File: config.mk
export PLATFORM = sky130hd
export DESIGN_NAME = dns_query_responder_parser
export DESIGN_NICKNAME = d
export VERILOG_FILES = /design/src/rtl/core/dqrp_pkg.sv /design/src/rtl/core/dqrp_parser.sv /design/src/rtl/core/dns_query_responder_parser.sv
export SDC_FILE = /design/constraint.sdc
export NUM_CORES = 1
export LEC_CHECK = 0
export ABC_AREA = 1
export BUFFER_PORTS_ARGS = -buffer_cell sky130_fd_sc_hd__buf_2
export CAP_MARGIN = 20
export CORE_AREA = 4 4 156 143
export CTS_BUF_LIST = sky130_fd_sc_hd__clkbuf_4 sky130_fd_sc_hd__clkbuf_8 sky130_fd_sc_hd__clkbuf_16
export CTS_CLUSTER_SIZE = 12
export DETAILED_ROUTE_END_ITERATION = 8
export DIE_AREA = 0 0 160 147
export PLACE_DENSITY = 0.49
export SYNTH_ARGS = -nofsm -noshare
export SYNTH_HDL_FRONTEND = slang
export SYNTH_HIERARCHICAL = 1
export SYNTH_SLANG_ARGS = --single-unit
File: constraint.sdc
create_clock -name clk -period 4.5 [get_ports clk]
set_clock_uncertainty 0.1 [all_clocks]
set_input_delay 0.45 -clock clk [delete_from_list [all_inputs] [get_ports clk]]
set_output_delay 0.45 -clock clk [all_outputs]
set_load 0.01 [all_outputs]
File: src/rtl/core/dqrp_pkg.sv
// ---------------------------------------------------------------------------
// DNS query parser package
// Beat types, parse phases, response codes and blocked-name tables.
// ---------------------------------------------------------------------------
`default_nettype none

package dqrp_pkg;

  localparam int MAX_PACKET_DEF = 512;
  localparam int HEADER_BYTES   = 12;
  localparam int ANSWER_BYTES   = 16;
  localparam int NAME_WIRE      = 19;
  localparam int RESP_LEN_MAX   = 1023;
  localparam int LABEL_MAX      = 63;

  localparam logic [7:0] FLAG_QR     = 8'h80;
  localparam logic [7:0] OPCODE_MASK = 8'h78;
  localparam logic [7:0] PTR_MASK    = 8'hc0;

  localparam logic [3:0] RCODE_NOERROR  = 4'd0;
  localparam logic [3:0] RCODE_NXDOMAIN = 4'd3;
  localparam logic [3:0] RCODE_NOTIMP   = 4'd4;

  typedef enum logic [2:0] {
    PH_HEADER = 3'd0,
    PH_LEN    = 3'd1,
    PH_LABEL  = 3'd2,
    PH_TAIL   = 3'd3,
    PH_DONE   = 3'd4,
    PH_UNSUP  = 3'd5,
    PH_BAD    = 3'd6
  } dqrp_phase_t;

  typedef struct packed {
    logic [7:0] data_byte;
    logic       last_byte;
  } dqrp_in_t;

  typedef struct packed {
    logic       drop;
    logic [9:0] response_length;
    logic [7:0] flags_high;
    logic [3:0] response_code;
    logic       answer_count;
  } dqrp_out_t;

  function automatic logic [7:0] to_lower(input logic [7:0] c);
    return (c >= 8'h41 && c <= 8'h5a) ? c + 8'd32 : c;
  endfunction

  // wire-format blocked names; sel 0 ends in .org, sel 1 in .com
  function automatic logic [7:0] name_char(input logic [4:0] idx, input logic sel);
    logic [7:0] c;
    case (idx)
      5'd0:    c = 8'd5;
      5'd1:    c = 8'h6c;
      5'd2:    c = 8'h6f;
      5'd3:    c = 8'h63;
      5'd4:    c = 8'h61;
      5'd5:    c = 8'h6c;
      5'd6:    c = 8'd7;
      5'd7:    c = 8'h61;
      5'd8:    c = 8'h64;
      5'd9:    c = 8'h67;
      5'd10:   c = 8'h75;
      5'd11:   c = 8'h61;
      5'd12:   c = 8'h72;
      5'd13:   c = 8'h64;
      5'd14:   c = 8'd3;
      5'd15:   c = sel ? 8'h63 : 8'h6f;
      5'd16:   c = sel ? 8'h6f : 8'h72;
      5'd17:   c = sel ? 8'h6d : 8'h67;
      default: c = 8'd0;
    endcase
    return c;
  endfunction

endpackage

`default_nettype wire

File: src/rtl/core/dqrp_parser.sv
// ---------------------------------------------------------------------------
// DNS query parser core
// Per-beat header/question state update and end-of-packet verdict.
// ---------------------------------------------------------------------------
`default_nettype none

module dqrp_parser
  import dqrp_pkg::*;
#(
  parameter int MAX_PACKET = MAX_PACKET_DEF
) (
  input  wire logic      clk,
  input  wire logic      rst_n,
  input  wire logic      step,
  input  wire dqrp_in_t  beat,
  output dqrp_out_t      verdict
);

  localparam int POS_W = $clog2(MAX_PACKET + 1);
  localparam int LW    = (POS_W + 1 > 10) ? POS_W + 1 : 10;

  logic [POS_W-1:0] pos_r, pos_upd;
  logic [7:0]       hflags_r, hflags_upd;
  logic [15:0]      qcount_r, qcount_upd;
  dqrp_phase_t      phase_r, phase_upd;
  logic [5:0]       lrem_r, lrem_upd;
  logic [15:0]      qtype_r, qtype_upd;
  logic [15:0]      qclass_r, qclass_upd;
  logic [POS_W-1:0] qend_r, qend_upd;
  logic [1:0]       blk_r, blk_upd;
  logic             over_r, over_upd;

  logic [7:0]       b;
  logic [7:0]       lc;
  logic [POS_W-1:0] idx;
  logic [LW-1:0]    len;
  logic [LW-1:0]    ans_len;

  assign b   = beat.data_byte;
  assign lc  = to_lower(b);
  assign idx = pos_r - POS_W'(HEADER_BYTES);

  // state update for one beat
  always_comb begin
    pos_upd    = pos_r;
    hflags_upd = hflags_r;
    qcount_upd = qcount_r;
    phase_upd  = phase_r;
    lrem_upd   = lrem_r;
    qtype_upd  = qtype_r;
    qclass_upd = qclass_r;
    qend_upd   = qend_r;
    blk_upd    = blk_r;
    over_upd   = over_r;
    if (pos_r >= POS_W'(MAX_PACKET)) begin
      over_upd = 1'b1;
    end else begin
      pos_upd = pos_r + POS_W'(1);
      if (phase_r == PH_LEN || phase_r == PH_LABEL) begin
        if (idx >= POS_W'(NAME_WIRE)) begin
          blk_upd = 2'b00;
        end else begin
          if (lc != name_char(idx[4:0], 1'b0)) blk_upd[0] = 1'b0;
          if (lc != name_char(idx[4:0], 1'b1)) blk_upd[1] = 1'b0;
        end
      end
      case (phase_r)
        PH_HEADER: begin
          if (pos_r == POS_W'(2)) hflags_upd = b;
          if (pos_r == POS_W'(4)) qcount_upd = {b, 8'h00};
          if (pos_r == POS_W'(5)) qcount_upd = {qcount_r[15:8], b};
          if (pos_r == POS_W'(HEADER_BYTES - 1)) begin
            if ((hflags_r & FLAG_QR) != 8'h00) phase_upd = PH_BAD;
            else if ((hflags_r & OPCODE_MASK) != 8'h00 || qcount_r != 16'd1)
              phase_upd = PH_UNSUP;
            else phase_upd = PH_LEN;
          end
        end
        PH_LEN: begin
          if (b == 8'h00) begin
            phase_upd = PH_TAIL;
            lrem_upd  = 6'd4;
          end else if ((b & PTR_MASK) != 8'h00 || b > 8'(LABEL_MAX)) begin
            phase_upd = PH_BAD;
          end else begin
            lrem_upd  = b[5:0];
            phase_upd = PH_LABEL;
          end
        end
        PH_LABEL: begin
          lrem_upd = lrem_r - 6'd1;
          if (lrem_upd == 6'd0) phase_upd = PH_LEN;
        end
        PH_TAIL: begin
          case (lrem_r)
            6'd4:    qtype_upd  = {b, 8'h00};
            6'd3:    qtype_upd  = {qtype_r[15:8], b};
            6'd2:    qclass_upd = {b, 8'h00};
            default: begin
              qclass_upd = {qclass_r[15:8], b};
              qend_upd   = pos_r + POS_W'(1);
              phase_upd  = PH_DONE;
            end
          endcase
          lrem_upd = lrem_r - 6'd1;
        end
        default: ;
      endcase
    end
  end

  assign ans_len = LW'(qend_upd) + LW'(ANSWER_BYTES);

  // verdict from the updated state
  always_comb begin
    verdict.drop            = 1'b0;
    verdict.flags_high      = FLAG_QR | {7'd0, hflags_upd[0]};
    verdict.response_code   = RCODE_NOERROR;
    verdict.answer_count    = 1'b0;
    len                     = '0;
    if (over_upd || phase_upd == PH_BAD || phase_upd == PH_HEADER ||
        phase_upd == PH_LEN || phase_upd == PH_LABEL || phase_upd == PH_TAIL) begin
      verdict.drop = 1'b1;
    end else if (phase_upd == PH_UNSUP) begin
      verdict.response_code = RCODE_NOTIMP;
      len = LW'(HEADER_BYTES);
    end else if (qclass_upd != 16'd1) begin
      verdict.response_code = RCODE_NOTIMP;
      len = LW'(qend_upd);
    end else if (blk_upd != 2'b00) begin
      verdict.response_code = RCODE_NXDOMAIN;
      len = LW'(qend_upd);
    end else if (qtype_upd != 16'd1) begin
      len = LW'(qend_upd);
    end else if (ans_len > LW'(MAX_PACKET)) begin
      verdict.drop = 1'b1;
    end else begin
      len = ans_len;
      verdict.answer_count = 1'b1;
    end
    if (verdict.drop) begin
      len                   = '0;
      verdict.flags_high    = 8'h00;
      verdict.response_code = RCODE_NOERROR;
      verdict.answer_count  = 1'b0;
    end
    verdict.response_length = (len > LW'(RESP_LEN_MAX)) ? 10'(RESP_LEN_MAX) : len[9:0];
  end

  always_ff @(posedge clk) begin
    if (!rst_n || (step && beat.last_byte)) begin
      pos_r    <= '0;
      hflags_r <= '0;
      qcount_r <= '0;
      phase_r  <= PH_HEADER;
      lrem_r   <= '0;
      qtype_r  <= '0;
      qclass_r <= '0;
      qend_r   <= '0;
      blk_r    <= 2'b11;
      over_r   <= 1'b0;
    end else if (step) begin
      pos_r    <= pos_upd;
      hflags_r <= hflags_upd;
      qcount_r <= qcount_upd;
      phase_r  <= phase_upd;
      lrem_r   <= lrem_upd;
      qtype_r  <= qtype_upd;
      qclass_r <= qclass_upd;
      qend_r   <= qend_upd;
      blk_r    <= blk_upd;
      over_r   <= over_upd;
    end
  end

endmodule

`default_nettype wire

File: src/rtl/core/dns_query_responder_parser.sv
// ---------------------------------------------------------------------------
// DNS query responder parser
// Byte-stream DNS query checker giving one verdict per packet.
// ---------------------------------------------------------------------------
// Takes one query byte per beat and sustains one beat per cycle unless a final
// beat is held back by a stalled verdict. Each beat is registered, then the parser
// state is updated from it as it leaves that register; the beat marked last also
// loads the verdict into the output register. Non-final beats keep flowing while a
// verdict waits; only a final beat waits for the output register to empty.
`default_nettype none

module dns_query_responder_parser
  import dqrp_pkg::*;
#(
  parameter int MAX_PACKET = MAX_PACKET_DEF
) (
  input  wire logic      clk,
  input  wire logic      rst_n,
  input  wire logic      in_valid,
  output logic           in_stall,
  input  wire dqrp_in_t  in_data,
  output logic           out_valid,
  input  wire logic      out_stall,
  output dqrp_out_t      out_data
);

  logic      s1_valid_r, s1_valid_nxt;
  dqrp_in_t  s1_beat_r;
  logic      out_valid_r, out_valid_nxt;
  dqrp_out_t out_data_r;
  dqrp_out_t verdict;
  logic      s1_go;
  logic      in_take;

  assign s1_go    = s1_valid_r && (!s1_beat_r.last_byte || !out_valid_r || !out_stall);
  assign in_stall = s1_valid_r && !s1_go;
  assign in_take  = in_valid && !in_stall;

  always_comb begin
    s1_valid_nxt = s1_valid_r;
    if (in_take) s1_valid_nxt = 1'b1;
    else if (s1_go) s1_valid_nxt = 1'b0;
    out_valid_nxt = out_valid_r;
    if (s1_go && s1_beat_r.last_byte) out_valid_nxt = 1'b1;
    else if (!out_stall) out_valid_nxt = 1'b0;
  end

  dqrp_parser #(
    .MAX_PACKET (MAX_PACKET)
  ) u_parser (
    .clk     (clk),
    .rst_n   (rst_n),
    .step    (s1_go),
    .beat    (s1_beat_r),
    .verdict (verdict)
  );

  always_ff @(posedge clk) begin
    if (!rst_n) begin
      s1_valid_r  <= 1'b0;
      out_valid_r <= 1'b0;
    end else begin
      s1_valid_r  <= s1_valid_nxt;
      out_valid_r <= out_valid_nxt;
    end
  end

  always_ff @(posedge clk) begin
    if (in_take) s1_beat_r <= in_data;
    if (s1_go && s1_beat_r.last_byte) out_data_r <= verdict;
  end

  assign out_valid = out_valid_r;
  assign out_data  = out_data_r;

endmodule

`default_nettype wire

# --- Word-level counts from Yosys, hierarchy flattened ---
# Memories as Yosys holds them, arrays and structs flattened.
# Cells that the tools add are included.
# W data, S select, Z words.
op_classes:
  addsub: 5
  order_cmp: 7
  n_eq_ne: 22
  muxes: 66
  bitwise_logic: 2
  reduce_logical: 43
ops:
  columns: ["cell", "n"]
  rows:
  - ["$mux W11", 7]
  - ["$mux W8", 9]
  - ["$mux W16", 4]
  - ["$pmux W16 S2", 2]
  - ["$ne A16 B1 Y1 const B", 3]
  - ["$mux W10", 3]
  - ["$mux W3", 8]
  - ["$gt A11 B10 Y1 const B", 2]
  - ["$mux W1", 21]
  - ["$eq A10 B3 Y1 const B", 2]
  - ["$ne A8 B8 Y1", 2]
  - ["$reduce_bool A8 Y1", 2]
  - ["$mux W13", 1]
  - ["$eq A3 B2 Y1 const B", 4]
  - ["$eq A6 B2 Y1 const B", 2]
  - ["$mux W6", 2]
  - ["$pmux W3 S4", 1]
  - ["$pmux W6 S2", 1]
  - ["$reduce_and A4 Y1", 3]
  - ["$add A10 B5 Y11 const B", 1]
  - ["$logic_or A1 B1 Y1", 11]
  - ["$add A10 B1 Y10 const B", 1]
  - ["$eq A10 B2 Y1 const B", 1]
  - ["$eq A10 B4 Y1 const B", 1]
  - ["other kinds (29)", 51]
totals:
  ff_bits: 123
  mem_bits_ro: 448
  out_inout_bits: 26
  wordCells: 170
  memories: 2
mem_list:
  columns: ["name", "words", "word_bits", "read_ports", "rd_ports_with_merged_regs", "write_ports", "line_no", "text"]
  rows:
  - ["(no name shown)", 32, 7, 1, 0, 0, "dqrp_pkg.sv:54", "case (idx)"]
  - ["(no name shown)", 32, 7, 1, 0, 0, "dqrp_pkg.sv:54", null]

# --- Logic depth before layout (Yosys ltp) ---
logic_depth:
  depth_word: 17
  mapped_depth: 21
  mapped_depth_nobuf: 21

# --- Hierarchy ---
# The synthesis kept the hierarchy.
modules_own_cells:
  columns: ["mod", "n_inst", "cells_per_inst", "area_each_um2", "seq_area_each_um2"]
  rows:
  - ["dqrp_parser", 1, 975, 6074.6, 1721.7]
  - ["dns_query_responder_parser", 1, 52, 1101.1, 1031.0]

# --- Worst setup path after synthesis ---
# Ideal clock, no wire load.
synth_timing:
  path_kind: "reg-to-reg"
  from: "register u_parser.pos_r[2]"
  to: "register out_data_r, in the netlist out_data[18], data pin"
  setup_time_ns: 0.251
  arrival_ns: 2.434
  path_slack_ns: 1.715
  stages_incl_launch_ff: 22
  period_less_slack_ns: 2.785
  cell_sequence: "dfxtp_1 -> buf_2 -> inv_2 -> ha_1 -> inv_1 -> nand3_1 -> nand2_1 -> nand2_1 -> nand2_1 -> nand2_1 -> nand2_1 -> nand2_1 -> nand2_1 -> nor2_1 -> nand2_1 -> nand2_1 -> nand2_1 -> nand3_1 -> nor2_2 -> nand3_1 -> nand2_1 -> nor2_2"
synth_via:
  elab_chain_len: 17
  word_cells_on_any_way: 59
synth_rtl:
  columns: ["element", "line_no", "text"]
  rows:
  - ["from (decl)", "dqrp_parser.sv:22", "logic [POS_W-1:0] pos_r, pos_upd;"]
  - ["from (signal assigned)", "dqrp_parser.sv:163", "pos_r <= pos_upd;"]
  - ["parallel branches: the longest is 15 deep, another holds $add A10 B5 Y11", null, null]
  - ["$mux W11 *", "dqrp_parser.sv:141", "if (verdict.drop) begin"]
  - ["$gt A11 B10 Y1", "dqrp_parser.sv:147", "verdict.response_length = (len > LW'(RESP_LEN_MAX)) ? 10'(RESP_LEN_MAX) : len[9:0];"]
  - ["to (signal assigned)", "dns_query_responder_parser.sv:70", "if (s1_go && s1_beat_r.last_byte) out_data_r <= verdict;"]
  - ["to (decl)", "dns_query_responder_parser.sv:30", "dqrp_out_t out_data_r;"]
# Every way passes the cells marked *. The select of a mux whose other input is x is not followed.
# A chain may end at the register's enable or synchronous reset.

# --- Final worst setup path ---
layout_timing:
  from: "register u_parser.pos_r[3]"
  to: "register out_data_r, in the netlist out_data[22], data pin"
# The elaborated chain is that of the path after synthesis.

==> results.cfg <==
[status]
status = completed

[setup_path]
worst-endpoint-required_ns = 4.57
start_kind = register
timing_worst_setup_path_type = reg -> reg
worst_ep_arrival_time_ns = 3.48
worst_r2r_startpoint = u_parser/pos_r[3]
r2r_cells = 19
setup.worst_path.end_class = register
crit_fanout = 13
ff2ff_setup_slack_ns = 1.09
critical_path.reg2reg.endpoint = out_data[22]
startpoint = u_parser/pos_r[3]

[synthesis]
synth_compound_area_share_pct = 14.68
synth_cell_types = 47
synth_sequential_area_ratio_pct = 38.36
syn-instance-count = 1027
dominantRegCellSynth = dfxtp_1
synth-edff-count = 33
xor_and_xnor_area_share_after_synthesis_pct = 0.8544
synth.cell_area_um2 = 7176
avgSynthCellArea_um2 = 6.987
ys.warnings.count = 6
synth-async-reset-ratio_pct = 0
adder_cell_fraction_of_synth_area_pct = 3.487
synth.ff_latch_count = 121
synth_top_family_by_area = simple AND/OR/NAND/NOR gates
synth_simple_gate_area_share_pct = 31.61
fraction_of_synthesized_area_in_multiplexers_pct = 0

[detailed_routing]
drt_wl_total_um = 19800
first_drt_iteration_drcs = 336
dr.pass1.iters = 5
viasPerCell = 4.858
vias = 6466
detail_route_antenna_nets = 0
route.detailed.wl_per_inst_um = 14.88
post-route-drc-count = 0

[placed_design]
routabilityCongestion = 0.8899
portBuffers = 38
dp_hpwl_um = 14180
number_of_placed_instances_taps_included = 1299

[finish]
layout.filler_cells = 2221
ff_latch_area_um2 = 2753
post_route_cells_drive_above_1_share_pct = 11.95
antenna_cells = 0
commonest_non_fill_non_tap_cell_in_the_layout = nand2_1
layout.cells.most_common_list = nand2_1, inv_1, nor2_1
multi_input_comb_area_um2 = 3660
num-nets-final = 1091
final_cells = 1331
syn2layout_area_growth_pct = 14.16

[clock_network]
ctsRootBufferMaster = clkbuf_16
cts-buffers-inserted = 17
cts_hold_buf = 0
clk_pin_slew_ns = 0.06
cts_setup_buffers = 0
tritoncts = yes
cts_max_path_buffers = 2
cts_repair_resize_count = 0
cts_sinks = 121
ctsHtreeMaxLevel = 4
clock_insertion_delay_worst_skew_ns = 0.42

[sta]
timing_worst_slew_pin_value_ns = 0.9735
layout_min_cycle_time_ns = 3.405
min_period_over_period_pct = 75.68
final-hold-violation-count = 0
tns_ns = 0
worst_slew_margin_rel_pct = 35.03
rsz0062_at_grt = false
achievable-frequency_mhz = 293.6
final_max_slew_viol_count = 0
setup-violations-final = 0

[grt]
first_pass_grt_wire_length_um = 32910
grt_start_max_net_pins = 42
grt_overflow_total = 0
first_global_vias = 6262
grt.total_usage_pct = 17.33
antenna_found_initial = 0

[die]
initial_util_pct = 34.76
die_height_um = 147
top_level_ports = 39
placementRows = 50
chipWidth_um = 160
core_region_area_um2 = 20640
die_area_um2 = 23520

[flow_run]
timing.max_cap.violations = 0

[min_path]
min_to = s1_beat_r[2]
min_from = in_data[2]
hold_path.class = in -> reg
whs_path_depth = 1

[pwr]
power_density_nw_per_um2 = 379.7
vdd_drop_max_mv = 0.2100
power.leakage_uw = 0.003756
## sequential cells by signal, summed over array words and instances (netlist names), 2 cells and up
signal	count
u_parser/blk_r	2
s1_beat_r	9
u_parser/qcount_r	16
u_parser/pos_r	10
u_parser/hflags_r	6
out_data	24
u_parser/lrem_r	6
u_parser/qend_r	10
u_parser/qtype_r	16
u_parser/phase_r	3
u_parser/qclass_r	16
## power by group
part | switching (uW) | internal [uW] | leakage, uW
logic | 282 | 129 | 0.00243
registers | 43.0 | 1170 | 0.00102
clock network | 536 | 953 | 0.000302
## how the worst max path moves through the flow
stage	to	slack, ns	cells after the start
6_report	out_data[22]	1.09	19
5_1_grt	out_data[22]	0.65	19
4_1_cts	out_data[22]	1.14	19
3_5_place_dp	out_data[22]	1.16	19
3_3_place_gp	out_data[18]	1.19	20
2_1_floorplan	out_data[18]	1.71	21
## final cells by class
class                   instances  area share, %
flip-flops and latches        121          33.60
well taps                     260          3.971
repair buffers                 47          3.146
clock buffers                  19          5.453
clock inverters                13          2.322
inverters                     149          6.828
multi-input cells             722          44.68
## through the flow
stage / hold WS [ns] / instance area [um^2] / worst slack [ns] / utilization, % / total power (uW)
after floorplan: 0.3233 / 7198 / 1.715 / - / 1532
after global placement: 0.3416 / 7555 / 1.187 / 36.59 / 1642
after detailed placement: 0.3391 / 7555 / 1.163 / 36.59 / 1642
after CTS: 0.07483 / 8192 / 1.143 / 39.68 / 3154
after global routing: 0.07615 / 8192 / 0.6511 / 39.68 / 3260
final: 0.09785 / 8192 / 1.095 / 39.68 / 3110
## worst max-delay path, cell delays in order, from the launching register on
cell	delay (ns)
dfxtp_1	0.51
inv_1	0.13
ha_1	0.54
inv_1	0.17
nand3_1	0.14
nand2_1	0.18
nand2_1	0.21
nand2_1	0.07
nand2_1	0.08
nand2_1	0.05
nand2_1	0.07
nand2_1	0.05
nor2_1	0.10
nand2_1	0.07
nand2_1	0.06
nand2_1	0.14
nand3_1	0.21
nor2_2	0.08
o21ai_0	0.16
nor2_1	0.05
## metal layers
metal,global-route usage (%),wire length (um),vias to the layer above
li1,-,-,3385
met1,24.10,9901,2924
met2,27.08,8654,132
met3,3.366,774,25
met4,5.849,471,0
met5,0,0,-
## Yosys cell counts, types with 6 or more instances
library cell	instances	area [um^2]
nand2_1	252	945.9
inv_1	140	525.5
nor2_1	138	518.0
dfxtp_1	88	1762
o21ai_0	58	290.3
nand3_1	57	285.3
a21oi_1	43	215.2
edfxtp_1	33	991.0
o211ai_1	29	217.7
ha_1	20	250.2
nand4_1	19	118.9
clkbuf_1	14	52.55
o21ai_1	13	65.06
a211oi_1	11	82.58
buf_4	11	82.58
nor3_1	9	45.04
inv_2	8	30.03
buf_2	7	35.03
nor2_2	7	43.79
o21ai_2	7	61.31
buf_1	6	22.52
nor4_1	6	37.54
## logic make-up (layout without fill, tap and decap cells)
family	after synthesis	after routing
other cells	1	7
compound gates	176	176
fa+ha+maj	20	20
flops	121	121
xor+xnor	7	7
simple gates	512	512
buf+inv	190	228
(Power assumes the default switching activity.)
